### config.mk
export PLATFORM = sky130hd
export DESIGN_NAME = sct_rootdiv
export DESIGN_NICKNAME = d
export VERILOG_FILES = /design/src/sct_pkg.sv /design/src/sct_rootdiv.sv
export SDC_FILE = /design/constraint.sdc
export NUM_CORES = 1
export LEC_CHECK = 0
export ABC_AREA = 1
export BUFFER_PORTS_ARGS = -buffer_cell sky130_fd_sc_hd__buf_2
export CORE_ASPECT_RATIO = 2
export CORE_UTILIZATION = 30
export CTS_BUF_LIST = sky130_fd_sc_hd__clkbuf_16
export CTS_CLUSTER_DIAMETER = 60
export DETAILED_ROUTE_END_ITERATION = 16
export GPL_ROUTABILITY_DRIVEN = 0
export GPL_TIMING_DRIVEN = 0
export PLACE_DENSITY = 0.42
export SYNTH_ARGS = -nofsm -noshare
export SYNTH_HDL_FRONTEND = slang
export SYNTH_SLANG_ARGS = --single-unit
### constraint.sdc
create_clock -name clock -period 16.97 [get_ports clock]
set_input_delay 2.5455 -clock clock [delete_from_list [all_inputs] [get_ports clock]]
set_output_delay 2.5455 -clock clock [all_outputs]
set_load 0.005 [all_outputs]
### src/sct_pkg.sv
package sct_pkg;

   localparam int POS_W = 48;
   localparam int VEL_W = 32;
   localparam int RAD_W = 32;
   localparam int TIME_W = 32;
   localparam int FRAC_W = 16;

   localparam int PDIF_W = POS_W + 1;
   localparam int VDIF_W = VEL_W + 1;
   localparam int DSUM_W = RAD_W + 1;

   localparam int REQ_DATA_W = 3 * POS_W + 3 * VEL_W + RAD_W;
   localparam int RSP_DATA_W = TIME_W;

   localparam logic KIND_LOAD = 1'b0;
   localparam logic KIND_TEST = 1'b1;

   // multiplier limb and quadratic term widths
   localparam int LIMB_W = 33;
   localparam int PROD_W = 2 * LIMB_W;
   localparam int ACC_W = 168;
   localparam int A_W = 66;
   localparam int HN_W = 82;
   localparam int C_W = 98;
   localparam int DD_W = 164;

   localparam int ROOT_STEPS = 82;
   localparam int ROOT_BIT0 = 2 * (ROOT_STEPS - 1);
   localparam int DIV_STEPS = TIME_W + 1;
   localparam int CNT_W = 7;

   // operand limb codes
   localparam int SRC_W = 5;
   localparam int SRC_COUNT = 18;
   localparam logic [SRC_W-1:0] SRC_VX  = 5'd0;
   localparam logic [SRC_W-1:0] SRC_VY  = 5'd1;
   localparam logic [SRC_W-1:0] SRC_VZ  = 5'd2;
   localparam logic [SRC_W-1:0] SRC_PX0 = 5'd3;
   localparam logic [SRC_W-1:0] SRC_PX1 = 5'd4;
   localparam logic [SRC_W-1:0] SRC_PY0 = 5'd5;
   localparam logic [SRC_W-1:0] SRC_PY1 = 5'd6;
   localparam logic [SRC_W-1:0] SRC_PZ0 = 5'd7;
   localparam logic [SRC_W-1:0] SRC_PZ1 = 5'd8;
   localparam logic [SRC_W-1:0] SRC_D   = 5'd9;
   localparam logic [SRC_W-1:0] SRC_H0  = 5'd10;
   localparam logic [SRC_W-1:0] SRC_H1  = 5'd11;
   localparam logic [SRC_W-1:0] SRC_H2  = 5'd12;
   localparam logic [SRC_W-1:0] SRC_A0  = 5'd13;
   localparam logic [SRC_W-1:0] SRC_A1  = 5'd14;
   localparam logic [SRC_W-1:0] SRC_C0  = 5'd15;
   localparam logic [SRC_W-1:0] SRC_C1  = 5'd16;
   localparam logic [SRC_W-1:0] SRC_C2  = 5'd17;

   // product sign codes; NPV* subtracts p*v when both have the same sign
   localparam int SGN_W = 3;
   localparam logic [SGN_W-1:0] SGN_ADD  = 3'd0;
   localparam logic [SGN_W-1:0] SGN_SUB  = 3'd1;
   localparam logic [SGN_W-1:0] SGN_NPVX = 3'd2;
   localparam logic [SGN_W-1:0] SGN_NPVY = 3'd3;
   localparam logic [SGN_W-1:0] SGN_NPVZ = 3'd4;

   // accumulator latch targets
   localparam int LAT_W = 3;
   localparam logic [LAT_W-1:0] LAT_NONE = 3'd0;
   localparam logic [LAT_W-1:0] LAT_A    = 3'd1;
   localparam logic [LAT_W-1:0] LAT_H    = 3'd2;
   localparam logic [LAT_W-1:0] LAT_C    = 3'd3;
   localparam logic [LAT_W-1:0] LAT_D    = 3'd4;

   localparam int SHIFT_W = 3;
   localparam int OP_COUNT = 37;
   localparam int OP_W = 6;

   typedef struct packed {
      logic [SRC_W-1:0]   src_a;
      logic [SRC_W-1:0]   src_b;
      logic [SHIFT_W-1:0] shift;
      logic [SGN_W-1:0]   sgn;
      logic [LAT_W-1:0]   lat;
   } mac_op_type;

   typedef struct packed {
      logic [2:0][POS_W-1:0] p_mag;
      logic [2:0]            p_neg;
      logic [2:0][VEL_W-1:0] v_mag;
      logic [2:0]            v_neg;
      logic [DSUM_W-1:0]     d_sum;
   } rel_type;

   typedef struct packed {
      logic [A_W-1:0]  a;
      logic [HN_W-1:0] hn;
      logic [DD_W-1:0] dd;
      logic            a_nz;
      logic            hn_pos;
      logic            c_pos;
      logic            dd_neg;
   } quad_type;

   function automatic mac_op_type mk_op(input logic [SRC_W-1:0] sa,
                                        input logic [SRC_W-1:0] sb,
                                        input logic [SHIFT_W-1:0] sh,
                                        input logic [SGN_W-1:0] sg,
                                        input logic [LAT_W-1:0] lt);
      mac_op_type r;
      r.src_a = sa;
      r.src_b = sb;
      r.shift = sh;
      r.sgn = sg;
      r.lat = lt;
      return r;
   endfunction

   // a = |v|^2, -h = -(p.v), c = |p|^2 - d^2, D = h^2 - a*c
   function automatic mac_op_type mac_op(input logic [OP_W-1:0] idx);
      mac_op_type r;
      unique case (idx)
         6'd0:  r = mk_op(SRC_VX,  SRC_VX,  3'd0, SGN_ADD,  LAT_NONE);
         6'd1:  r = mk_op(SRC_VY,  SRC_VY,  3'd0, SGN_ADD,  LAT_NONE);
         6'd2:  r = mk_op(SRC_VZ,  SRC_VZ,  3'd0, SGN_ADD,  LAT_A);
         6'd3:  r = mk_op(SRC_PX0, SRC_VX,  3'd0, SGN_NPVX, LAT_NONE);
         6'd4:  r = mk_op(SRC_PX1, SRC_VX,  3'd1, SGN_NPVX, LAT_NONE);
         6'd5:  r = mk_op(SRC_PY0, SRC_VY,  3'd0, SGN_NPVY, LAT_NONE);
         6'd6:  r = mk_op(SRC_PY1, SRC_VY,  3'd1, SGN_NPVY, LAT_NONE);
         6'd7:  r = mk_op(SRC_PZ0, SRC_VZ,  3'd0, SGN_NPVZ, LAT_NONE);
         6'd8:  r = mk_op(SRC_PZ1, SRC_VZ,  3'd1, SGN_NPVZ, LAT_H);
         6'd9:  r = mk_op(SRC_PX0, SRC_PX0, 3'd0, SGN_ADD,  LAT_NONE);
         6'd10: r = mk_op(SRC_PX0, SRC_PX1, 3'd1, SGN_ADD,  LAT_NONE);
         6'd11: r = mk_op(SRC_PX1, SRC_PX0, 3'd1, SGN_ADD,  LAT_NONE);
         6'd12: r = mk_op(SRC_PX1, SRC_PX1, 3'd2, SGN_ADD,  LAT_NONE);
         6'd13: r = mk_op(SRC_PY0, SRC_PY0, 3'd0, SGN_ADD,  LAT_NONE);
         6'd14: r = mk_op(SRC_PY0, SRC_PY1, 3'd1, SGN_ADD,  LAT_NONE);
         6'd15: r = mk_op(SRC_PY1, SRC_PY0, 3'd1, SGN_ADD,  LAT_NONE);
         6'd16: r = mk_op(SRC_PY1, SRC_PY1, 3'd2, SGN_ADD,  LAT_NONE);
         6'd17: r = mk_op(SRC_PZ0, SRC_PZ0, 3'd0, SGN_ADD,  LAT_NONE);
         6'd18: r = mk_op(SRC_PZ0, SRC_PZ1, 3'd1, SGN_ADD,  LAT_NONE);
         6'd19: r = mk_op(SRC_PZ1, SRC_PZ0, 3'd1, SGN_ADD,  LAT_NONE);
         6'd20: r = mk_op(SRC_PZ1, SRC_PZ1, 3'd2, SGN_ADD,  LAT_NONE);
         6'd21: r = mk_op(SRC_D,   SRC_D,   3'd0, SGN_SUB,  LAT_C);
         6'd22: r = mk_op(SRC_H0,  SRC_H0,  3'd0, SGN_ADD,  LAT_NONE);
         6'd23: r = mk_op(SRC_H0,  SRC_H1,  3'd1, SGN_ADD,  LAT_NONE);
         6'd24: r = mk_op(SRC_H0,  SRC_H2,  3'd2, SGN_ADD,  LAT_NONE);
         6'd25: r = mk_op(SRC_H1,  SRC_H0,  3'd1, SGN_ADD,  LAT_NONE);
         6'd26: r = mk_op(SRC_H1,  SRC_H1,  3'd2, SGN_ADD,  LAT_NONE);
         6'd27: r = mk_op(SRC_H1,  SRC_H2,  3'd3, SGN_ADD,  LAT_NONE);
         6'd28: r = mk_op(SRC_H2,  SRC_H0,  3'd2, SGN_ADD,  LAT_NONE);
         6'd29: r = mk_op(SRC_H2,  SRC_H1,  3'd3, SGN_ADD,  LAT_NONE);
         6'd30: r = mk_op(SRC_H2,  SRC_H2,  3'd4, SGN_ADD,  LAT_NONE);
         6'd31: r = mk_op(SRC_A0,  SRC_C0,  3'd0, SGN_SUB,  LAT_NONE);
         6'd32: r = mk_op(SRC_A0,  SRC_C1,  3'd1, SGN_SUB,  LAT_NONE);
         6'd33: r = mk_op(SRC_A0,  SRC_C2,  3'd2, SGN_SUB,  LAT_NONE);
         6'd34: r = mk_op(SRC_A1,  SRC_C0,  3'd1, SGN_SUB,  LAT_NONE);
         6'd35: r = mk_op(SRC_A1,  SRC_C1,  3'd2, SGN_SUB,  LAT_NONE);
         6'd36: r = mk_op(SRC_A1,  SRC_C2,  3'd3, SGN_SUB,  LAT_D);
         default: r = mk_op(SRC_VX, SRC_VX, 3'd0, SGN_ADD, LAT_NONE);
      endcase
      return r;
   endfunction

endpackage

### src/sct_rootdiv.sv
module sct_rootdiv
   import sct_pkg::*;
(
   input  logic              clock,
   input  logic              reset,
   input  logic              start,
   input  quad_type          quad,
   output logic              done,
   output logic [TIME_W-1:0] quot
);

   localparam logic [1:0] RD_IDLE = 2'd0;
   localparam logic [1:0] RD_ROOT = 2'd1;
   localparam logic [1:0] RD_NUM  = 2'd2;
   localparam logic [1:0] RD_DIV  = 2'd3;

   logic [1:0]       phase_ff, phase_in;
   logic [CNT_W-1:0] cnt_ff, cnt_in;
   logic             done_ff, done_in;
   logic [DD_W-1:0]  rem_ff, rem_in;
   logic [DD_W-1:0]  res_ff, res_in;
   logic [DD_W-1:0]  probe_ff, probe_in;

   logic [DD_W-1:0]  x_op, y_op, diff;
   logic [DD_W:0]    diff_full;
   logic             ge;

   // shared compare-subtract
   always_comb begin
      unique case (phase_ff)
         RD_ROOT: begin
            x_op = rem_ff;
            y_op = res_ff | probe_ff;
         end
         RD_NUM: begin
            x_op = DD_W'(quad.hn);
            y_op = res_ff;
         end
         RD_DIV: begin
            x_op = rem_ff;
            y_op = probe_ff;
         end
         default: begin
            x_op = rem_ff;
            y_op = '0;
         end
      endcase
      diff_full = {1'b0, x_op} - {1'b0, y_op};
      ge = !diff_full[DD_W];
      diff = diff_full[DD_W-1:0];
   end

   always_comb begin
      phase_in = phase_ff;
      cnt_in = cnt_ff;
      rem_in = rem_ff;
      res_in = res_ff;
      probe_in = probe_ff;
      done_in = 1'b0;
      unique case (phase_ff)
         RD_IDLE: begin
            if (start) begin
               rem_in = quad.dd;
               res_in = '0;
               probe_in = DD_W'(1) << ROOT_BIT0;
               cnt_in = CNT_W'(ROOT_STEPS - 1);
               phase_in = RD_ROOT;
            end
         end
         RD_ROOT: begin
            if (ge) begin
               rem_in = diff;
               res_in = (res_ff >> 1) | probe_ff;
            end else begin
               res_in = res_ff >> 1;
            end
            probe_in = probe_ff >> 2;
            if (cnt_ff == '0) begin
               phase_in = RD_NUM;
            end else begin
               cnt_in = cnt_ff - 1'b1;
            end
         end
         RD_NUM: begin
            rem_in = diff << FRAC_W;
            probe_in = DD_W'(quad.a) << TIME_W;
            res_in = '0;
            cnt_in = CNT_W'(DIV_STEPS - 1);
            phase_in = RD_DIV;
         end
         RD_DIV: begin
            if (ge) begin
               rem_in = diff;
               res_in = (res_ff << 1) | DD_W'(1);
            end else begin
               res_in = res_ff << 1;
            end
            probe_in = probe_ff >> 1;
            if (cnt_ff == '0) begin
               phase_in = RD_IDLE;
               done_in = 1'b1;
            end else begin
               cnt_in = cnt_ff - 1'b1;
            end
         end
         default: phase_in = RD_IDLE;
      endcase
   end

   always_ff @(posedge clock) begin
      if (reset) begin
         phase_ff <= RD_IDLE;
         cnt_ff <= '0;
         done_ff <= 1'b0;
      end else begin
         phase_ff <= phase_in;
         cnt_ff <= cnt_in;
         done_ff <= done_in;
      end
   end

   always_ff @(posedge clock) begin
      rem_ff <= rem_in;
      res_ff <= res_in;
      probe_ff <= probe_in;
   end

   // quotient bit 32 set means the time does not fit: saturate
   assign quot = res_ff[TIME_W] ? '1 : res_ff[TIME_W-1:0];
   assign done = done_ff;

endmodule

; Yosys cells after proc, flatten, opt, wreduce, memory -nomap -nowiden
; Cells that the tools add are included.
[word_totals]
ff_bits = 502
out_inout_bits = 33
word_cells = 46
[classes]
bitwise = 3
n_reduce_logical = 7
n_mux = 20
eq_ne = 8
n_addsub = 2
[ops]
columns = operator, n
row1 = 164-bit case mux with 4 select lines, 2
row2 = 164-bit two-way mux, 6
row3 = 164-bit case mux with 3 select lines, 2
row4 = 164-bit by 164-bit subtractor with 165-bit output, 1
row5 = 163-bit by 164-bit OR with 164-bit output, 1
row6 = 164-bit OR, 1
row7 = 32-bit two-way mux, 1
row8 = 7-bit case mux with 3 select lines, 1
row9 = 7-bit two-way mux, 2
row10 = 2-bit != test (second input constant), 5
row11 = 2-bit case mux with 4 select lines, 1
row12 = 7-bit logical NOT, 1
row13 = 7-bit by 1-bit subtractor with 7-bit output (second input constant), 1
row14 = 2-bit two-way mux, 3
row15 = 2-bit == test (second input constant), 2
row16 = 2-bit AND reduction, 2
row17 = 2-bit OR reduction, 2
row18 = 3-bit AND reduction, 1
row19 = 2-bit by 1-bit == test with 1-bit output (second input constant), 1
row20 = 2-bit logical NOT, 1
row21 = 1-bit two-way mux, 2
row22 = 1-bit inverter, 1

; Longest topological paths before layout
[logic_depth]
depth_word = 5
mapped_depth = 30

; Worst setup path before layout
; OpenSTA, ideal clock, no wires.
[synth_timing]
path_kind = input-to-reg
start = input start
end = register rem_ff[0] (enable)
arrival_time_ps = 13077
t_required_ps = 16462
path_stages = 4
slack_ps = 3385
setup_time_ps = 508
path_buffers = 0
cell_sequence = nor2_1 -> inv_1 -> o21ai_0 -> inv_1
[synth_between]
elab_chain_cells = 2
[synth_lines]
columns = item, line
row1 = "start, declared", sct_rootdiv.sv:6  ; input logic start,
row2 = 2-bit != test (no line), n/a
row3 = 2-bit AND reduction (no line), n/a
row4 = "end signal, assigned", sct_rootdiv.sv:123  ; rem_ff <= rem_in;
row5 = "end, declared", sct_rootdiv.sv:20  ; logic [DD_W-1:0] rem_ff, rem_in;
; No other way between the ends.
; A chain may end at the register's enable or synchronous reset.

; Worst setup path after layout
[layout_timing]
start = register phase_ff[0]
end = register rem_ff[29] (enable)
[layout_between]
elab_chain_cells = 5
[layout_lines]
columns = item, line
row1 = "start, declared", sct_rootdiv.sv:17  ; logic [1:0] phase_ff, phase_in;
row2 = "start signal, assigned", sct_rootdiv.sv:116  ; phase_ff <= phase_in;
row3 = 2-bit == test (tied with other cells), "sct_rootdiv.sv:30, sct_rootdiv.sv:60"
row4 = 164-bit case mux with 3 select lines or 164-bit two-way mux (tied branches), sct_rootdiv.sv:30  ; unique case (phase_ff)
row5 = 164-bit by 164-bit subtractor with 165-bit output, sct_rootdiv.sv:48  ; diff_full = {1'b0, x_op} - {1'b0, y_op};
row6 = 2-bit != test (no line), n/a
row7 = 2-bit AND reduction (no line) (*), n/a
; Mark *: on every way between the ends. The rest lies on a longest branch, timed or not.

==> out/qor.yml <==
slowest_stage: "clkbuf_1"
die_x_um: 284
fin_cells: 10400
hold_viol_final: 0
relSlewSlack: -0.0972
cp-startpoint: "phase_ff[0]"
synth_common_cells: "3521 x nand2_1, 1304 x inv_1, 630 x nor2_1, 552 x nand3_1, 491 x edfxtp_1"
grt_pass1_wl_um: 389000
worstSetupStartpointType: "flop"
drive_gt1_frac: 0.0779
grt_pass1_vias: 51900
critPathCaptureType: "flop"
cts_setup_buffers: 0
ys_async_sr_fraction: 0
fmax_mhz: 102
drc: 0
first_iter_violations: 4800
yosysMostFrequentCell: "nand2_1"
antenna_left: 0
tightestPinTransition_ns: 1.65
fillers: 18100
min_period_over_period: 0.580
yosysTopAreaCell: "edfxtp_1"
dp.cells: 10300
utilization: 0.344
syn_area_per_cell_um2: 6.09
clk-insertion-delay-late_ns: 0.74
maxCapViolCount: 3
grt_setup_unrepaired: "no"
synth_area_um2: 47700
cts_resized: 0
dr.pass1.iters: 6
setup_viol: 0
skew_ns: 0.0759
status: "finished with violations"
violations: "capacitance limit, slew limit"
initial_utilization: 0.303
coreArea_um2: 157000
syn_to_final_growth_pct: 13.5
track_usage: 0.349
cts_buffers: 57
yosysTopAreaCellShare: 0.309
cts_sinks: 501
ios: 352
finalWirelength_um: 287000
htreeDepth: 2
clk_pin_slew_worst_paths_ns: 0.07
crit_arrival_ns: 10.20
ys_ff_latch: 501
cp_top_family: "buffers and inverters"
grt_max_degree: 114
num_rows: 206
crit_required_ns: 17.32
grt_overflow: 0
crit_chain: "inv_1 -> ha_1 -> clkbuf_1 -> clkbuf_1 -> clkbuf_1 -> clkbuf_1 -> nor2_1 -> ha_1 -> nand2_1 -> nor2_2 -> inv_2 -> nor3_2 -> nand2_1 -> o21ai_1 -> inv_2 -> nand2_2 -> nand2_2 -> nand2_4 -> buf_6 -> o21ai_0 -> inv_8 -> buf_16"
cts_root_buf: "clkbuf_16"
critical_path_peak_fanout: 85
die_y_um: 566
seq_area_frac_synth: 0.313
timing.final.crit_period_ns: 9.85
dpl.hpwl_um: 239000
synth.net_count: 8315
dieArea_um2: 161000
seq_area_um2: 14900
r2r_start: "phase_ff[0]"
post_drt_wl_per_cell_um: 27.6
yosys_warnings: 0
hp-start: "cnt_ff[5]"
critPathKind: "reg2reg"
via_count: 53000
path_buf_inv: 10
timing.final.max_slew_violations: 33
synth_cells: 7824
nNetsFinal: 8726
multi_input_area_um2: 26600
via_per_inst: 5.11
synth_edf_count: 491
antenna_found_initial: 11
netlist_top_cells_area: "edfxtp_1 31%, nand2_1 28%, inv_1 10%"
holdCritPathClass: "reg2reg"
hold_buffers: 0
yosys_most_used_dff: "edfxtp_1"
cts_buffer_depth: 3
crit_top_cell: "clkbuf_1"
slowest_delay_ns: 1.09
cts_tree: "done"
synth_cell_type_count: 50
io_buffer_count: 347
-- kinds of logic after synthesis --
logic type | after synthesis | share of synthesized area
flip-flops | 501 | 0.313
AO/OA/AOI/OAI | 610 | 0.0847
multiplexers | 1 | 0.000210
AND/OR/NAND/NOR | 4879 | 0.413
XOR/XNOR | 79 | 0.0145
buffers and inverters | 1582 | 0.129
adder cells (fa/ha/maj) | 172 | 0.0453
-- per-stage QoR --
stage          cell area (µm²)  setup TNS (ns)  hold WS [ns]  setup WS, ns
3_5_place_dp             52100               0         0.505          7.87
5_1_grt                  54100               0         0.551          6.99
2_1_floorplan            47700               0         0.464          3.39
3_3_place_gp             52000         -538.12         0.496         -3.33
4_1_cts                  54100               0         0.527          7.80
6_report                 54100               0         0.525          7.12
-- metal layers --
metal / share of wire / vias up / GRT usage
met3: 0.058 / 827 / 0.0503
li1: - / 25200 / -
met2: 0.48 / 2363 / 0.603
met4: 0.13 / 12 / 0.379
met1: 0.33 / 24600 / 0.344
met5: 0.00028 / - / 0
-- state kept, by name (all words and copies together) (netlist names) --
register and count:
phase_ff 2, rem_ff 164, cnt_ff 7, res_ff 164, done 1, probe_ff 163
-- layout by cell type, fill, tap and decap left out, types with 20 or more instances in the layout --
cell / Yosys / layout
a21oi_1: 267 / 266
a31oi_1: 68 / 68
buf_1: 29 / 29
buf_2: 9 / 356
clkbuf_1: 201 / 191
clkbuf_16: 0 / 57
edfxtp_1: 491 / 491
ha_1: 171 / 171
inv_1: 1304 / 1312
nand2_1: 3521 / 3521
nand3_1: 552 / 552
nand3_2: 46 / 46
nand3b_1: 44 / 44
nor2_1: 630 / 630
nor3_1: 20 / 20
o211ai_1: 101 / 101
o211ai_2: 62 / 62
o21ai_0: 47 / 47
o21bai_1: 29 / 29
xor2_1: 77 / 77
-- worst paths after layout --
path	endpoint	slack, ns	cells after the start
worst min register to register	cnt_ff[5]	0.53	2
worst min-delay path	cnt_ff[5]	0.53	2
worst max-delay path	rem_ff[29]	7.12	22
worst max register to register	rem_ff[29]	7.12	22
-- area by class of cell --
| type | count | share of cell area |
|---|---|---|
| inverter | 1323 | 0.0920 |
| clock buffer | 57 | 0.0264 |
| timing repair buffer | 352 | 0.0343 |
| buffer | 259 | 0.0219 |
| sequential | 501 | 0.276 |
| tap | 2080 | 0.0481 |
| clock inverter | 48 | 0.00959 |
| antenna | 9 | 0.000416 |
| multi-input combinational | 5741 | 0.491 |
-- tightest hold or removal path, delay by kind of cell, from the launching register on --
kind	cells	cell delay (ns)
flops	1	0.34
simple gates	1	0.08
compound gates	1	0.06
Power is left out: the tool's default activity adds up to more than one toggle a clock period on the data nets, which glitch-free logic cannot reach.
